===== src/rtl/cfe_pkg.sv =====
// Package for the cuckoo filter engine: field widths, codes, reset values,
// and the command and status types shared by the controller and the datapath.
`timescale 1ns / 1ps
package cfe_pkg;

    localparam int DEF_MAX_BUCKETS_LOG2 = 10;
    localparam int DEF_SLOTS_PER_BUCKET = 4;

    localparam int FP_W       = 16;
    localparam int KEY_W      = 32;
    localparam int OP_W       = 2;
    localparam int OCC_OUT_W  = 13;
    localparam int FAIL_W     = 32;
    localparam int CFG_IDX_W  = 2;
    localparam int CFG_DATA_W = 32;
    localparam int LG_W       = 4;
    localparam int SLOTS_W    = 3;
    localparam int KICK_W     = 10;
    localparam int MOD_BITS_PER_STEP = 4;
    localparam int MOD_STEPS  = KEY_W / MOD_BITS_PER_STEP;

    localparam logic [LG_W-1:0]    RST_BUCKET_LOG2 = 4'd10;
    localparam logic [SLOTS_W-1:0] RST_SLOTS       = 3'd4;
    localparam logic [KICK_W-1:0]  RST_MAX_KICKS   = 10'd500;
    localparam logic [KEY_W-1:0]   RST_SEED        = 32'd1;
    localparam logic [OCC_OUT_W-1:0] OCC_OUT_MAX   = '1;
    localparam logic [FAIL_W-1:0]  FAIL_MAX        = '1;

    typedef enum logic [OP_W-1:0] {
        OP_INSERT = 2'd0,
        OP_LOOKUP = 2'd1,
        OP_REMOVE = 2'd2,
        OP_NONE   = 2'd3
    } op_t;

    typedef enum logic [CFG_IDX_W-1:0] {
        CFG_BUCKET_LOG2 = 2'd0,
        CFG_SLOTS       = 2'd1,
        CFG_MAX_KICKS   = 2'd2,
        CFG_SEED        = 2'd3
    } cfg_idx_t;

    typedef enum logic [1:0] {
        RD_B1  = 2'd0,
        RD_B2  = 2'd1,
        RD_CUR = 2'd2
    } rd_sel_t;

    typedef struct packed {
        logic    load;
        logic    rd_en;
        rd_sel_t rd_sel;
        logic    place;
        logic    clear;
        logic    pick;
        logic    kick;
        logic    mod_step;
        logic    swap;
        logic    fail;
        logic    out_load;
        logic    out_ok;
        logic    clr_step;
    } cmd_t;

    typedef struct packed {
        op_t  op;
        logic has_empty;
        logic has_match;
        logic mod_done;
        logic kicks_left;
        logic no_kicks;
        logic clr_last;
        logic out_full;
    } sts_t;

    function automatic logic [KEY_W-1:0] xorshift32(input logic [KEY_W-1:0] x);
        logic [KEY_W-1:0] y;
        y = x ^ (x << 13);
        y = y ^ (y >> 17);
        y = y ^ (y << 5);
        return y;
    endfunction

endpackage


===== src/rtl/cfe_ctrl.sv =====
// Controller state machine of the cuckoo filter engine.
// Depends on cfe_pkg; drives the datapath through cmd_t and reads sts_t.
`timescale 1ns / 1ps
module cfe_ctrl (
    input  logic          clk,
    input  logic          rst_n,
    input  logic          in_valid,
    output logic          in_ready,
    input  cfe_pkg::sts_t sts,
    output cfe_pkg::cmd_t cmd
);
    import cfe_pkg::*;

    typedef enum logic [10:0] {
        S_CLEAR = 11'b00000000001,
        S_IDLE  = 11'b00000000010,
        S_RD1   = 11'b00000000100,
        S_CHK1  = 11'b00000001000,
        S_RD2   = 11'b00000010000,
        S_CHK2  = 11'b00000100000,
        S_KICK  = 11'b00001000000,
        S_MOD   = 11'b00010000000,
        S_SWAP  = 11'b00100000000,
        S_CHKC  = 11'b01000000000,
        S_DONE  = 11'b10000000000
    } state_t;

    state_t state_reg, state_next;
    logic   ok_reg, ok_next;
    logic   rdc_reg, rdc_next;

    assign in_ready = (state_reg == S_IDLE);

    always_comb
    begin
        state_next = state_reg;
        ok_next    = ok_reg;
        rdc_next   = 1'b0;
        cmd        = '0;
        cmd.rd_sel = RD_B1;
        case (state_reg)
            S_CLEAR:
            begin
                cmd.clr_step = 1'b1;
                if (sts.clr_last)
                begin
                    state_next = S_IDLE;
                end
            end
            S_IDLE:
            begin
                if (in_valid)
                begin
                    cmd.load   = 1'b1;
                    ok_next    = 1'b0;
                    state_next = S_RD1;
                end
            end
            S_RD1:
            begin
                cmd.rd_en  = 1'b1;
                cmd.rd_sel = RD_B1;
                state_next = S_CHK1;
            end
            S_CHK1:
            begin
                state_next = S_RD2;
                case (sts.op)
                    OP_INSERT:
                    begin
                        if (sts.has_empty)
                        begin
                            cmd.place  = 1'b1;
                            ok_next    = 1'b1;
                            state_next = S_DONE;
                        end
                    end
                    OP_LOOKUP:
                    begin
                        if (sts.has_match)
                        begin
                            ok_next    = 1'b1;
                            state_next = S_DONE;
                        end
                    end
                    OP_REMOVE:
                    begin
                        if (sts.has_match)
                        begin
                            cmd.clear  = 1'b1;
                            ok_next    = 1'b1;
                            state_next = S_DONE;
                        end
                    end
                    default:
                    begin
                        state_next = S_DONE;
                    end
                endcase
            end
            S_RD2:
            begin
                cmd.rd_en  = 1'b1;
                cmd.rd_sel = RD_B2;
                state_next = S_CHK2;
            end
            S_CHK2:
            begin
                state_next = S_DONE;
                case (sts.op)
                    OP_INSERT:
                    begin
                        if (sts.has_empty)
                        begin
                            cmd.place = 1'b1;
                            ok_next   = 1'b1;
                        end
                        else
                        begin
                            cmd.pick = 1'b1;
                            if (sts.no_kicks)
                            begin
                                cmd.fail = 1'b1;
                            end
                            else
                            begin
                                state_next = S_KICK;
                            end
                        end
                    end
                    OP_LOOKUP:
                    begin
                        ok_next = sts.has_match;
                    end
                    OP_REMOVE:
                    begin
                        cmd.clear = sts.has_match;
                        ok_next   = sts.has_match;
                    end
                    default:
                    begin
                        ok_next = 1'b0;
                    end
                endcase
            end
            S_KICK:
            begin
                cmd.kick   = 1'b1;
                cmd.rd_en  = 1'b1;
                cmd.rd_sel = RD_CUR;
                state_next = S_MOD;
            end
            S_MOD:
            begin
                cmd.mod_step = 1'b1;
                if (sts.mod_done)
                begin
                    state_next = S_SWAP;
                end
            end
            S_SWAP:
            begin
                if (rdc_reg)
                begin
                    cmd.rd_en  = 1'b1;
                    cmd.rd_sel = RD_CUR;
                    state_next = S_CHKC;
                end
                else
                begin
                    cmd.swap = 1'b1;
                    rdc_next = 1'b1;
                end
            end
            S_CHKC:
            begin
                if (sts.has_empty)
                begin
                    cmd.place  = 1'b1;
                    ok_next    = 1'b1;
                    state_next = S_DONE;
                end
                else if (sts.kicks_left)
                begin
                    state_next = S_KICK;
                end
                else
                begin
                    cmd.fail   = 1'b1;
                    state_next = S_DONE;
                end
            end
            S_DONE:
            begin
                if (!sts.out_full)
                begin
                    cmd.out_load = 1'b1;
                    cmd.out_ok   = ok_reg;
                    state_next   = S_IDLE;
                end
            end
            default:
            begin
                state_next = S_IDLE;
            end
        endcase
    end

    always_ff @(posedge clk or negedge rst_n)
    begin
        if (!rst_n)
        begin
            state_reg <= S_CLEAR;
            ok_reg    <= 1'b0;
            rdc_reg   <= 1'b0;
        end
        else
        begin
            state_reg <= state_next;
            ok_reg    <= ok_next;
            rdc_reg   <= rdc_next;
        end
    end

    a_place_needs_empty: assert property (@(posedge clk) disable iff (!rst_n)
        cmd.place |-> sts.has_empty)
        else $error("Insert wrote a bucket without a free slot.");
    a_accept_only_idle: assert property (@(posedge clk) disable iff (!rst_n)
        cmd.load |=> state_reg == S_RD1)
        else $error("Accepted transaction did not start a bucket read.");
    a_out_only_done: assert property (@(posedge clk) disable iff (!rst_n)
        cmd.out_load |=> state_reg == S_IDLE)
        else $error("Response loaded outside the completion step.");
endmodule


===== config.mk =====
export PLATFORM = sky130hd
export DESIGN_NAME = cfe_ctrl
export DESIGN_NICKNAME = d
export VERILOG_FILES = /design/src/rtl/cfe_pkg.sv /design/src/rtl/cfe_ctrl.sv
export SDC_FILE = /design/constraint.sdc
export NUM_CORES = 1
export LEC_CHECK = 0
export BUFFER_PORTS_ARGS = -buffer_cell sky130_fd_sc_hd__buf_2
export CAP_MARGIN = 20
export CORE_MARGIN = 4
export CORE_UTILIZATION = 40
export CTS_CLUSTER_DIAMETER = 120
export DETAILED_ROUTE_END_ITERATION = 8
export PLACE_DENSITY = 0.72
export SETUP_SLACK_MARGIN = 0.5
export SLEW_MARGIN = 20
export SYNTH_ARGS = -nofsm -noshare
export SYNTH_HDL_FRONTEND = slang
export SYNTH_SLANG_ARGS = --single-unit
export TNS_END_PERCENT = 50

===== constraint.sdc =====
create_clock -name clk -period 3.2 [get_ports clk]
set_clock_uncertainty 0.05 [all_clocks]
set_input_delay 0.32 -clock clk [delete_from_list [all_inputs] [get_ports clk]]
set_output_delay 0.32 -clock clk [all_outputs]
set_load 0.03 [all_outputs]

# Word level (Yosys, flattened, before mapping)
# Index checks and enable logic that the tools add are counted.
# classes
eq_ne,20
mux,47
n_reduce_logical,6
# op_table
operator,count
$mux W11,12
$pmux W11 S11,1
$mux W1,23
$pmux W11 S2,1
$pmux W3 S4,1
$eq A11 B1 Y1 const B,1
$eq A11 B10 Y1 const B,1
$eq A11 B11 Y1 const B,1
$eq A11 B2 Y1 const B,1
$eq A11 B3 Y1 const B,1
$eq A11 B4 Y1 const B,1
$eq A11 B5 Y1 const B,1
$eq A11 B6 Y1 const B,1
$eq A11 B7 Y1 const B,1
$eq A11 B8 Y1 const B,1
$eq A11 B9 Y1 const B,1
$ne A2 B2 Y1 const B,5
$pmux W1 S2,5
$reduce_and A5 Y1,1
$mux W2,2
$pmux W1 S4,1
$reduce_and A4 Y1,1
$reduce_bool A4 Y1,1
$reduce_or A2 Y1,2
other kinds (6),6
# word_totals
regBits,13
in_bits,12
output_inout_bits,15
elab_cells,76

# Longest topological paths before layout
# Gate-level depths: netlist (run 1).
# depth
word_depth,4
depth_mapped,7
ltp_nobuf,7

# Worst setup path before layout (run 1)
# Ideal clock, no wire load.
# synth_path
path_type,register to output
start,register state_reg[6]
end,output cmd[1] (netlist bit)
arrival_ns,1.936
path_slack_ns,0.894
stages_incl_launch_ff,5
path_cell_list,dfrtp_1 > nor4_4 > nand3b_1 > nor3_2 > and2_1
# synth_rtl
element,line_no,source
"start, declared",cfe_ctrl.sv:28,"state_t state_reg, state_next;"
"start signal, assigned",cfe_ctrl.sv:219,state_reg <= state_next;
"end, declared",cfe_ctrl.sv:10,output cfe_pkg::cmd_t cmd

==> results.sh, run 1 <==
export IMPL_grt_usage=0.1500
export IMPL_largest_reg_flops=11
export IMPL_io_pin_count=27
export IMPL_hold_buffers=1
export IMPL_r2r_start="state_reg[6]"
export IMPL_avgSynthCellArea_um2=9.045
export IMPL_critPathSlowestCell="nor4_4"
export IMPL_worst_setup_path_endpoint="cmd[1]"
export IMPL_post_route_period_util=0.7729
export IMPL_crit_path_end_kind="primary output"
export IMPL_num_vias=925
export IMPL_num_rows=17
export IMPL_p_per_area_mw_per_mm2=475.4
export IMPL_power_net_switching_mw=0.2346
export IMPL_whs_ps=121.9
export IMPL_yosysSeqAreaShare=0.3312
export IMPL_setup_tns_ps=0
export IMPL_maxCapViolCount=0
export IMPL_drive_above_1_share=0.3094
export IMPL_gp_congestion=0.8326
export IMPL_hold_viol_final=0
export IMPL_cts_tree="built"
export IMPL_dr_pass1_iters=4
export IMPL_start_util=0.4332
export IMPL_slowest_delay_ps=500
export IMPL_finalWorstSetupSlack_ps=726.8
export IMPL_die_x_um=57.65
export IMPL_status="completed"
export IMPL_maxSlewHeadroom=0.6833
export IMPL_clockBufferDepth=2
export IMPL_synth_nets=125
export IMPL_path_class="reg2out"
export IMPL_area_delta_synth_final_pct=19.67
export IMPL_viasPerCell=5.539
export IMPL_clock_latency_ps=270
export IMPL_clkPwrFrac=0.179
export IMPL_netSwitchingFraction=0.4182
export IMPL_cts_setup_buffers=0
export IMPL_crit_start="state_reg[6]"
export IMPL_antenna_found_initial=0
export IMPL_rrSetupSlack_ps=1360
export IMPL_crit_chain="nor4_4 > nand3b_1 > nor3_2 > and2_1 > buf_2"
export IMPL_root_buffer="clkbuf_4"
export IMPL_p_comb_frac=0.429
export IMPL_reg2regPathDepth=5
export IMPL_fmax_ghz=0.4043
export IMPL_leakage_nw=0.6080
export IMPL_wl_per_cell_um=13.41
export IMPL_crit_arrival_ps=2100
export IMPL_first_iter_violations=14
export IMPL_period_needed_ps=2473
export IMPL_final_nets=156
export IMPL_r2r_end="ok_reg"
export IMPL_gr_total_overflow=0
export IMPL_tightest_slew_ps=471.6
export IMPL_die_h_um=57.65
export IMPL_grt_pass1_wl_um=3960
export IMPL_diodes=0
export IMPL_wirelength_um=2240
export IMPL_cts_sinks=13
export IMPL_core_area_mm2=0.002276
export IMPL_hp_class="in2reg"
export IMPL_final_cell_mix="buf_2, dfrtp_1, inv_1"
export IMPL_slew_violations=0
export IMPL_die_area_mm2=0.003323
export IMPL_critPathMaxFanout=7
export IMPL_cts_buffers_inserted=3
export IMPL_rsz0062_at_grt="no"
export IMPL_pre_cts_ws_ps=1037
export IMPL_synth_cells=109
export IMPL_critPathLaunchType="flip-flop"
export IMPL_layout_commonest_cell="buf_2"
export IMPL_required_ps=2830
export IMPL_path_clk_slew_ps=80
export IMPL_synth_area_um2=985.9
export IMPL_grt_start_max_net_pins=14
export IMPL_ctsResizeCount=0
export IMPL_setup_violations=0
export IMPL_cts_max_level=1
export IMPL_synth_warnings=0
export IMPL_dp_hpwl_um=1839
export IMPL_synth_seq_cells=13
export IMPL_drc=0
export IMPL_postRouteAntennaNets=0
export IMPL_synthDistinctLibCells=44
export IMPL_p_seq_frac=0.392
export IMPL_p_int_mw=0.3263
export IMPL_io_buffer_count=26
export IMPL_grt_pass1_vias=909
export IMPL_ir_worst_vdd_mv=0.2595
-- cell type report --
| type | count | area [µm²] |
|---|---|---|
| Clock buffer | 4 | 26.28 |
| Fill cell | 217 | 1096 |
| Inverter | 10 | 37.54 |
| Multi-Input combinational cell | 85 | 614.3 |
| Sequential cell | 13 | 326.6 |
| Tap cell | 28 | 35.03 |
| Timing Repair Buffer | 27 | 140.1 |
-- per-stage QoR --
stage	total power, mW	cells	cell area [µm²]	utilization
floorplan	0.3985	109	985.9	-
global placement	0.4571	162	1144	0.5025
detailed placement	0.4625	162	1144	0.5025
CTS	0.5671	167	1180	0.5184
global route	0.6062	167	1180	0.5184
finish	0.5609	167	1180	0.5184
-- cells in the mapped netlist --
cell / instances / area (µm²)
a211oi_1: 3 / 22.52
a21boi_0: 1 / 7.510
a21o_1: 1 / 7.510
a21oi_1: 4 / 20.02
a21oi_2: 1 / 8.760
a31oi_1: 1 / 6.260
and2_1: 3 / 18.77
and2_2: 1 / 7.510
and2b_1: 1 / 7.510
and3_1: 2 / 12.51
and3_2: 1 / 7.510
and4_1: 1 / 8.760
and4_2: 1 / 10.01
and4b_1: 2 / 20.02
buf_4: 1 / 7.510
dfrtp_1: 12 / 300.3
dfstp_2: 1 / 26.28
ha_1: 4 / 50.05
inv_1: 10 / 37.54
nand2_1: 7 / 26.28
nand2b_1: 4 / 25.02
nand3_1: 2 / 10.01
nand3_2: 2 / 20.02
nand3b_1: 1 / 7.510
nand4_1: 1 / 6.260
nand4_2: 1 / 12.51
nand4b_1: 1 / 8.760
nor2_1: 8 / 30.03
nor2b_1: 2 / 12.51
nor3_1: 3 / 15.01
nor3_2: 2 / 20.02
nor3_4: 1 / 16.27
nor4_4: 2 / 42.54
nor4b_1: 3 / 26.28
nor4b_2: 1 / 15.01
o211ai_1: 2 / 15.01
o21a_1: 1 / 7.510
o21ai_0: 7 / 35.03
o21ai_1: 2 / 10.01
o22ai_1: 1 / 6.260
o32ai_1: 1 / 8.760
or3_1: 1 / 6.260
or4_1: 1 / 7.510
xor2_1: 1 / 8.760
-- worst max-delay path: cells and delay by family, from the launching register on --
kind | cells | cell delay, ps
buffers and inverters | 1 | 190
DFF | 1 | 480
and+or+nand+nor | 4 | 1170
-- cells by family (layout without fill, tap and decap cells) --
logic type      after synthesis  count (layout)  share of synthesized area
flops                        13              13                     0.3312
xor+xnor                      1               1                   0.008885
fa+ha+maj                     4               4                    0.05076
compound gates               25              25                     0.1574
buf+inv                      11              41                    0.04569
simple gates                 55              55                     0.4061
-- power groups by stage --
stage                     registers [mW]  clock network [mW]  logic, mW
after floorplan                    0.216                   0      0.182
after global routing               0.225               0.114      0.267
after CTS                          0.221               0.104      0.242
after global placement             0.221                   0      0.236
final                              0.220               0.100      0.241
after detailed placement           0.224                   0      0.239
-- metal layers --
metal / track usage / share of wire / vias to the layer above
met5: 0 / 0 / -
met4: 0.04967 / 0.0098 / 0
met3: 0.02004 / 0.050 / 2
met2: 0.2516 / 0.51 / 24
met1: 0.1983 / 0.43 / 440
li1: - / - / 459
-- worst min path at each step --
stage,cells after the start,endpoint,from
floorplan,0,ok_reg,rst_n
global placement,1,state_reg[3],rst_n
detailed placement,1,state_reg[2],rst_n
CTS,2,state_reg[0],sts[1]
global route,2,state_reg[0],sts[1]
finish,2,state_reg[0],sts[1]
Note: power is estimated with default switching activity, not from simulation.
==> inputs of run 2 (changes only) <==
--- a/config.mk
+++ b/config.mk
@@ -5,13 +5,14 @@
 export SDC_FILE = /design/constraint.sdc
 export NUM_CORES = 1
 export LEC_CHECK = 0
+export ABC_AREA = 1
 export BUFFER_PORTS_ARGS = -buffer_cell sky130_fd_sc_hd__buf_2
 export CAP_MARGIN = 20
 export CORE_MARGIN = 4
 export CORE_UTILIZATION = 40
 export CTS_CLUSTER_DIAMETER = 120
 export DETAILED_ROUTE_END_ITERATION = 8
-export PLACE_DENSITY = 0.72
+export PLACE_DENSITY = 0.7
 export SETUP_SLACK_MARGIN = 0.5
 export SLEW_MARGIN = 20
 export SYNTH_ARGS = -nofsm -noshare
==> constraint.sdc (replaced) <==
create_clock -name clk -period 2.4 [get_ports clk]
set_clock_uncertainty 0.05 [all_clocks]
set_input_delay 0.24 -clock clk [delete_from_list [all_inputs] [get_ports clk]]
set_output_delay 0.24 -clock clk [all_outputs]
set_load 0.03 [all_outputs]
==> run 2 against run 1 <==
First-iteration DRC count rose to 3.1 times the previous value. Design area up 25%. Via count up 18%. Largest cell class unchanged. Highest routed layer unchanged.
==> results.sh, run 2 <==
export IMPL_status="completed"
export IMPL_rsz0062_at_grt="yes"
export IMPL_die_x_um=61.38
export IMPL_slew_violations=0
export IMPL_clock_latency_ps=280
export IMPL_yosysMostFrequentCell="inv_1"
export IMPL_wirelength_um=2564
export IMPL_synth_edf_count=0
export IMPL_gr_total_overflow=0
export IMPL_synth_common_cells="inv_1, nand2_1, nor2_1"
export IMPL_top_layer="met4"
export IMPL_grt_usage=0.1489
export IMPL_crit_chain="nor2_2 > nand2_4 > nor2_8 > nand2_4 > inv_4 > nand3_2 > a21oi_2 > buf_6"
export IMPL_dr_pass1_iters=4
export IMPL_critPathBufInv=2
export IMPL_synth_top_area_frac=0.2634
export IMPL_required_ps=2110
export IMPL_reg2regPathDepth=10
export IMPL_p_per_area_mw_per_mm2=625.6
export IMPL_critPathSlowestCell="dfrtp_1"
export IMPL_synth_seq_cells=13
export IMPL_period_needed_ps=1964
export IMPL_grt_pass1_wl_um=4133
export IMPL_power_mw=0.9260
export IMPL_async_reset_ff_frac=1.000
export IMPL_layout_commonest_cell="inv_1"
export IMPL_avgSynthCellArea_um2=7.080
export IMPL_area_delta_synth_final_pct=29.86
export IMPL_maxCapViolCount=0
export IMPL_num_rows=19
export IMPL_met2_length_um=1235
export IMPL_tightest_slew_ps=365.1
export IMPL_io_pin_count=27
export IMPL_drive_above_1_share=0.3819
export IMPL_r2r_start="state_reg[9]"
export IMPL_final_cell_mix="inv_1, nand2_1, buf_2"
export IMPL_grt_pass1_vias=984
export IMPL_largest_reg_flops=11
export IMPL_hp_class="in2reg"
export IMPL_cts_sinks=13
export IMPL_synth_top_cell_by_area="dfrtp_1"
export IMPL_rrSetupSlack_ps=690
export IMPL_critical_path_top_delay_family="simple AND/OR/NAND/NOR gates"
export IMPL_post_route_period_util=0.8185
export IMPL_drc=0
export IMPL_fmax_ghz=0.5090
export IMPL_wl_met3_um=164
export IMPL_clockBufferDepth=2
export IMPL_worst_setup_path_endpoint="cmd[3]"
export IMPL_setup_violations=0
export IMPL_crit_arrival_ps=1670
export IMPL_hold_viol_final=0
export IMPL_start_util=0.4169
export IMPL_io_buffer_count=26
export IMPL_synth_top_cells_by_area="dfrtp_1, inv_1, nand2_1"
export IMPL_wl_met1_um=1126
export IMPL_cts_max_level=1
export IMPL_crit_start="state_reg[9]"
export IMPL_finalWorstSetupSlack_ps=435.5
export IMPL_leakage_nw=0.8650
export IMPL_synth_area_mm2=0.001140
export IMPL_synthFlopType="dfrtp_1"
export IMPL_final_nets=216
export IMPL_die_area_mm2=0.003768
export IMPL_cts_tree="built"
export IMPL_path_clk_slew_ps=80
export IMPL_wl_per_cell_um=11.15
export IMPL_num_vias=1088
export IMPL_crit_path_end_kind="primary output"
export IMPL_setup_tns_ps=0
export IMPL_cts_buffers_inserted=3
export IMPL_yosysSeqAreaShare=0.2865
export IMPL_ir_worst_vdd_mv=0.5167
export IMPL_slowest_delay_ps=430
export IMPL_synth_nets=177
export IMPL_maxSlewHeadroom=0.7547
export IMPL_grt_start_max_net_pins=14
export IMPL_core_area_mm2=0.002734
export IMPL_root_buffer="clkbuf_4"
export IMPL_synth_warnings=0
export IMPL_first_iter_violations=44
export IMPL_synthDistinctLibCells=30
export IMPL_diodes=0
export IMPL_die_h_um=61.38
export IMPL_critPathMaxFanout=6
export IMPL_critPathLaunchType="flip-flop"
export IMPL_postRouteAntennaNets=0
export IMPL_viasPerCell=4.730
export IMPL_synth_cells=161
export IMPL_antenna_found_initial=0
export IMPL_r2r_end="ok_reg"
export IMPL_gp_congestion=0.8728
export IMPL_dp_hpwl_um=2075
export IMPL_path_class="reg2out"
export IMPL_pre_cts_ws_ps=724.4
export IMPL_worst_path_stages=8
export IMPL_cp_common_cell="nand2_4"
## run 2: timing repair
action                     in CTS  in global routing
setup buffers                   4                  4
pin swaps                       5                  9
hold endpoints to repair       12                  0
setup endpoints to repair       5                 14
gates resized for setup         8                 19
hold buffers                    1                  0
## run 2: worst min-delay path: cells and delay by family
family	cells	cell delay (ps)
buf+inv	3	160
simple gates	1	100
## run 2: how the worst min path moves through the flow
stage	startpoint	to	slack, ps	cells after the start
6_report	sts[1]	state_reg[0]	170	4
4_1_cts	sts[1]	state_reg[0]	170	4
3_5_place_dp	rst_n	state_reg[5]	100	1
3_3_place_gp	rst_n	state_reg[5]	100	1
2_1_floorplan	rst_n	ok_reg	-110	0
5_1_grt	sts[1]	state_reg[0]	190	4
## run 2: layout make-up
class | instances | area (µm²)
sequential | 13 | 326.6
multi-input combinational | 110 | 713.2
clock buffer | 4 | 26.28
fill | 290 | 1254
inverter | 37 | 141.4
timing repair buffer | 35 | 234.0
tap | 31 | 38.79
## run 2: kinds of logic after synthesis
group | synth area share
AND/OR/NAND/NOR | 0.4500
AO/OA/AOI/OAI | 0.09113
adder cells (fa/ha/maj) | 0.04391
buffers and inverters | 0.1284
flip-flops | 0.2865
## run 2: per-stage QoR
step | instance area (µm²) | utilization | hold slack, ps | instances
3_3_place_gp | 1301 | 0.4760 | 98.19 | 217
6_report | 1480 | 0.5414 | 167.8 | 230
2_1_floorplan | 1140 | - | -105.6 | 161
3_5_place_dp | 1301 | 0.4760 | 98.53 | 217
5_1_grt | 1480 | 0.5414 | 194.4 | 230
4_1_cts | 1391 | 0.5089 | 167.5 | 226
## run 2: layer usage
layer | vias up | global-route usage
met4 | 0 | 0.06970
met2 | 34 | 0.2523
li1 | 580 | -
met3 | 4 | 0.02096
met1 | 470 | 0.1862
met5 | - | 0
## run 2: where the power goes
part / internal (mW) / leakage, nW / switching (mW)
clock: 0.0646 / 0.0150 / 0.0778
sequential: 0.241 / 0.174 / 0.0205
combinational: 0.194 / 0.676 / 0.327
==> inputs of run 3 (changes only) <==
==> constraint.sdc (replaced) <==
create_clock -name clk -period 1.9 [get_ports clk]
set_clock_uncertainty 0.05 [all_clocks]
set_input_delay 0.19 -clock clk [delete_from_list [all_inputs] [get_ports clk]]
set_output_delay 0.19 -clock clk [all_outputs]
set_load 0.03 [all_outputs]
==> run 3 against run 2 <==
Sequential share of layout area shrank 3.1 points. First-iteration DRC count shrank 4.5%. Sequential power grew 27%. Design area grew 17%. Register-to-register slack lost 450 ps. Power grew 39%. Non-clock buffer count grew 10. Via count grew 11%. Flip-flop and latch count is the same.
==> results.sh, run 3 (synthesis results as in run 2) <==
export IMPL_die_area_mm2=0.003768
export IMPL_pre_cts_ws_ps=237.5
export IMPL_dpl_cell_count=217
export IMPL_gp_congestion=0.9400
export IMPL_core_area_mm2=0.002734
export IMPL_die_h_um=61.38
export IMPL_hold_depth=4
export IMPL_dr_pass1_iters=4
export IMPL_whs_endpoint="state_reg[0]"
export IMPL_placed_cell_area_mm2=0.001374
export IMPL_cts_buffers_inserted=3
export IMPL_io_pin_count=27
export IMPL_grt_pass1_wl_um=4899
export IMPL_grt_usage=0.1740
export IMPL_root_buffer="clkbuf_4"
export IMPL_seq_area_um2=326.6
export IMPL_ir_worst_vdd_mv=0.6756
export IMPL_reg2regPathDepth=10
export IMPL_crit_chain="buf_4 > nor3_2 > nand2_4 > o21ai_4 > or2_4 > buf_6"
export IMPL_critPathBufInv=2
export IMPL_largest_reg_flops=11
export IMPL_maxCapViolCount=0
export IMPL_period_needed_ps=1889
export IMPL_critPathLaunchType="flip-flop"
export IMPL_grt_start_max_net_pins=14
export IMPL_fin_cells=240
export IMPL_die_x_um=61.38
export IMPL_slew_violations=0
export IMPL_setup_violations=0
export IMPL_first_iter_violations=42
export IMPL_min_from="sts[1]"
export IMPL_fmax_ghz=0.5293
export IMPL_cts_tree="built"
export IMPL_path_clk_slew_ps=90
export IMPL_final_core_util=0.6311
export IMPL_wl_per_cell_um=13.43
export IMPL_crit_arrival_ps=1650
export IMPL_p_seq_frac=0.258
export IMPL_layout_commonest_cell="inv_1"
export IMPL_grt_pass1_vias=1236
export IMPL_crit_start="state_reg[9]"
export IMPL_antenna_found_initial=0
export IMPL_critPathMaxFanout=3
export IMPL_p_comb_frac=0.602
export IMPL_io_buffer_count=26
export IMPL_slowest_delay_ps=410
export IMPL_rsz0062_at_grt="yes"
export IMPL_clock_latency_ps=280
export IMPL_dp_hpwl_um=2320
export IMPL_critPathSlowestCell="dfrtp_1"
export IMPL_area_delta_synth_final_pct=51.37
export IMPL_status="completed"
export IMPL_final_cell_mix="inv_1, nand2_1, buf_4"
export IMPL_p_int_mw=0.6823
export IMPL_wirelength_um=3224
export IMPL_path_class="reg2out"
export IMPL_setup_tns_ps=0
export IMPL_cts_sinks=13
export IMPL_r2r_start="state_reg[9]"
export IMPL_crit_path_end_kind="primary output"
export IMPL_power_mw=1.286
export IMPL_netSwitchingFraction=0.4696
export IMPL_critical_path_top_delay_family="simple AND/OR/NAND/NOR gates"
export IMPL_drive_above_1_share=0.4880
export IMPL_num_vias=1206
export IMPL_leakage_nw=0.9591
export IMPL_power_net_switching_mw=0.6042
export IMPL_postRouteAntennaNets=0
export IMPL_drc=0
export IMPL_p_per_area_mw_per_mm2=745.6
export IMPL_diodes=0
export IMPL_clkPwrFrac=0.139
export IMPL_start_util=0.4169
export IMPL_cts_max_level=1
export IMPL_viasPerCell=5.025
export IMPL_fillers=226
export IMPL_rrSetupSlack_ps=240
export IMPL_finalWorstSetupSlack_ps=10.66
export IMPL_gr_total_overflow=0
export IMPL_num_rows=19
export IMPL_hold_viol_final=0
export IMPL_maxSlewHeadroom=0.7819
export IMPL_fin_area_mm2=0.001725
export IMPL_hp_class="in2reg"
export IMPL_final_nets=226
export IMPL_post_route_period_util=0.9944
export IMPL_required_ps=1660
export IMPL_r2r_end="ok_reg"
export IMPL_multi_input_area_um2=833.3
export IMPL_whs_ps=135.4
export IMPL_clockBufferDepth=2
export IMPL_tightest_slew_ps=325.4
-- run 3: per-layer routing --
metal	wire, µm	track usage	vias up
met1	1269	0.1967	556
li1	-	-	598
met3	146	0.01677	13
met2	1699	0.3187	39
met5	0	0	-
met4	108	0.09394	0
-- run 3: worst max path at each step --
stage / end / slack [ps] / cells after the start
floorplan: cmd[12] / 290 / 6
global placement: cmd[12] / 260 / 7
detailed placement: cmd[3] / 240 / 8
CTS: cmd[12] / 20 / 7
global route: cmd[3] / -60 / 8
finish: cmd[12] / 10 / 6
-- run 3: what timing repair did --
| item | 4_1_cts | 5_1_grt |
|---|---|---|
| gates resized for setup | 24 | 35 |
| hold buffers | 1 | 0 |
| cloned | 0 | 0 |
| endpoints found under the setup margin | 18 | 20 |
| buffers inserted | 15 | 3 |
| pin swaps | 9 | 8 |
| hold endpoints to repair | 12 | 0 |
-- run 3: cell type report --
| class | instances | share of cell area |
|---|---|---|
| clock buffers | 4 | 0.01523 |
| inverters | 37 | 0.08484 |
| multi-input cells | 110 | 0.4830 |
| flip-flops and latches | 13 | 0.1893 |
| well taps | 31 | 0.02248 |
| repair buffers | 45 | 0.2052 |
-- run 3: power groups by stage --
stage	clock (mW)	sequential (mW)	combinational, mW
final	0.179	0.332	0.775
after global routing	0.195	0.334	0.832
after CTS	0.186	0.331	0.700
after detailed placement	0	0.338	0.640
after global placement	0	0.336	0.626
after floorplan	0	0.334	0.514
-- run 3: worst min-delay path, delay by kind of cell --
kind	cells	cell delay (ps)
and+or+nand+nor	1	120
buffers and inverters	3	170
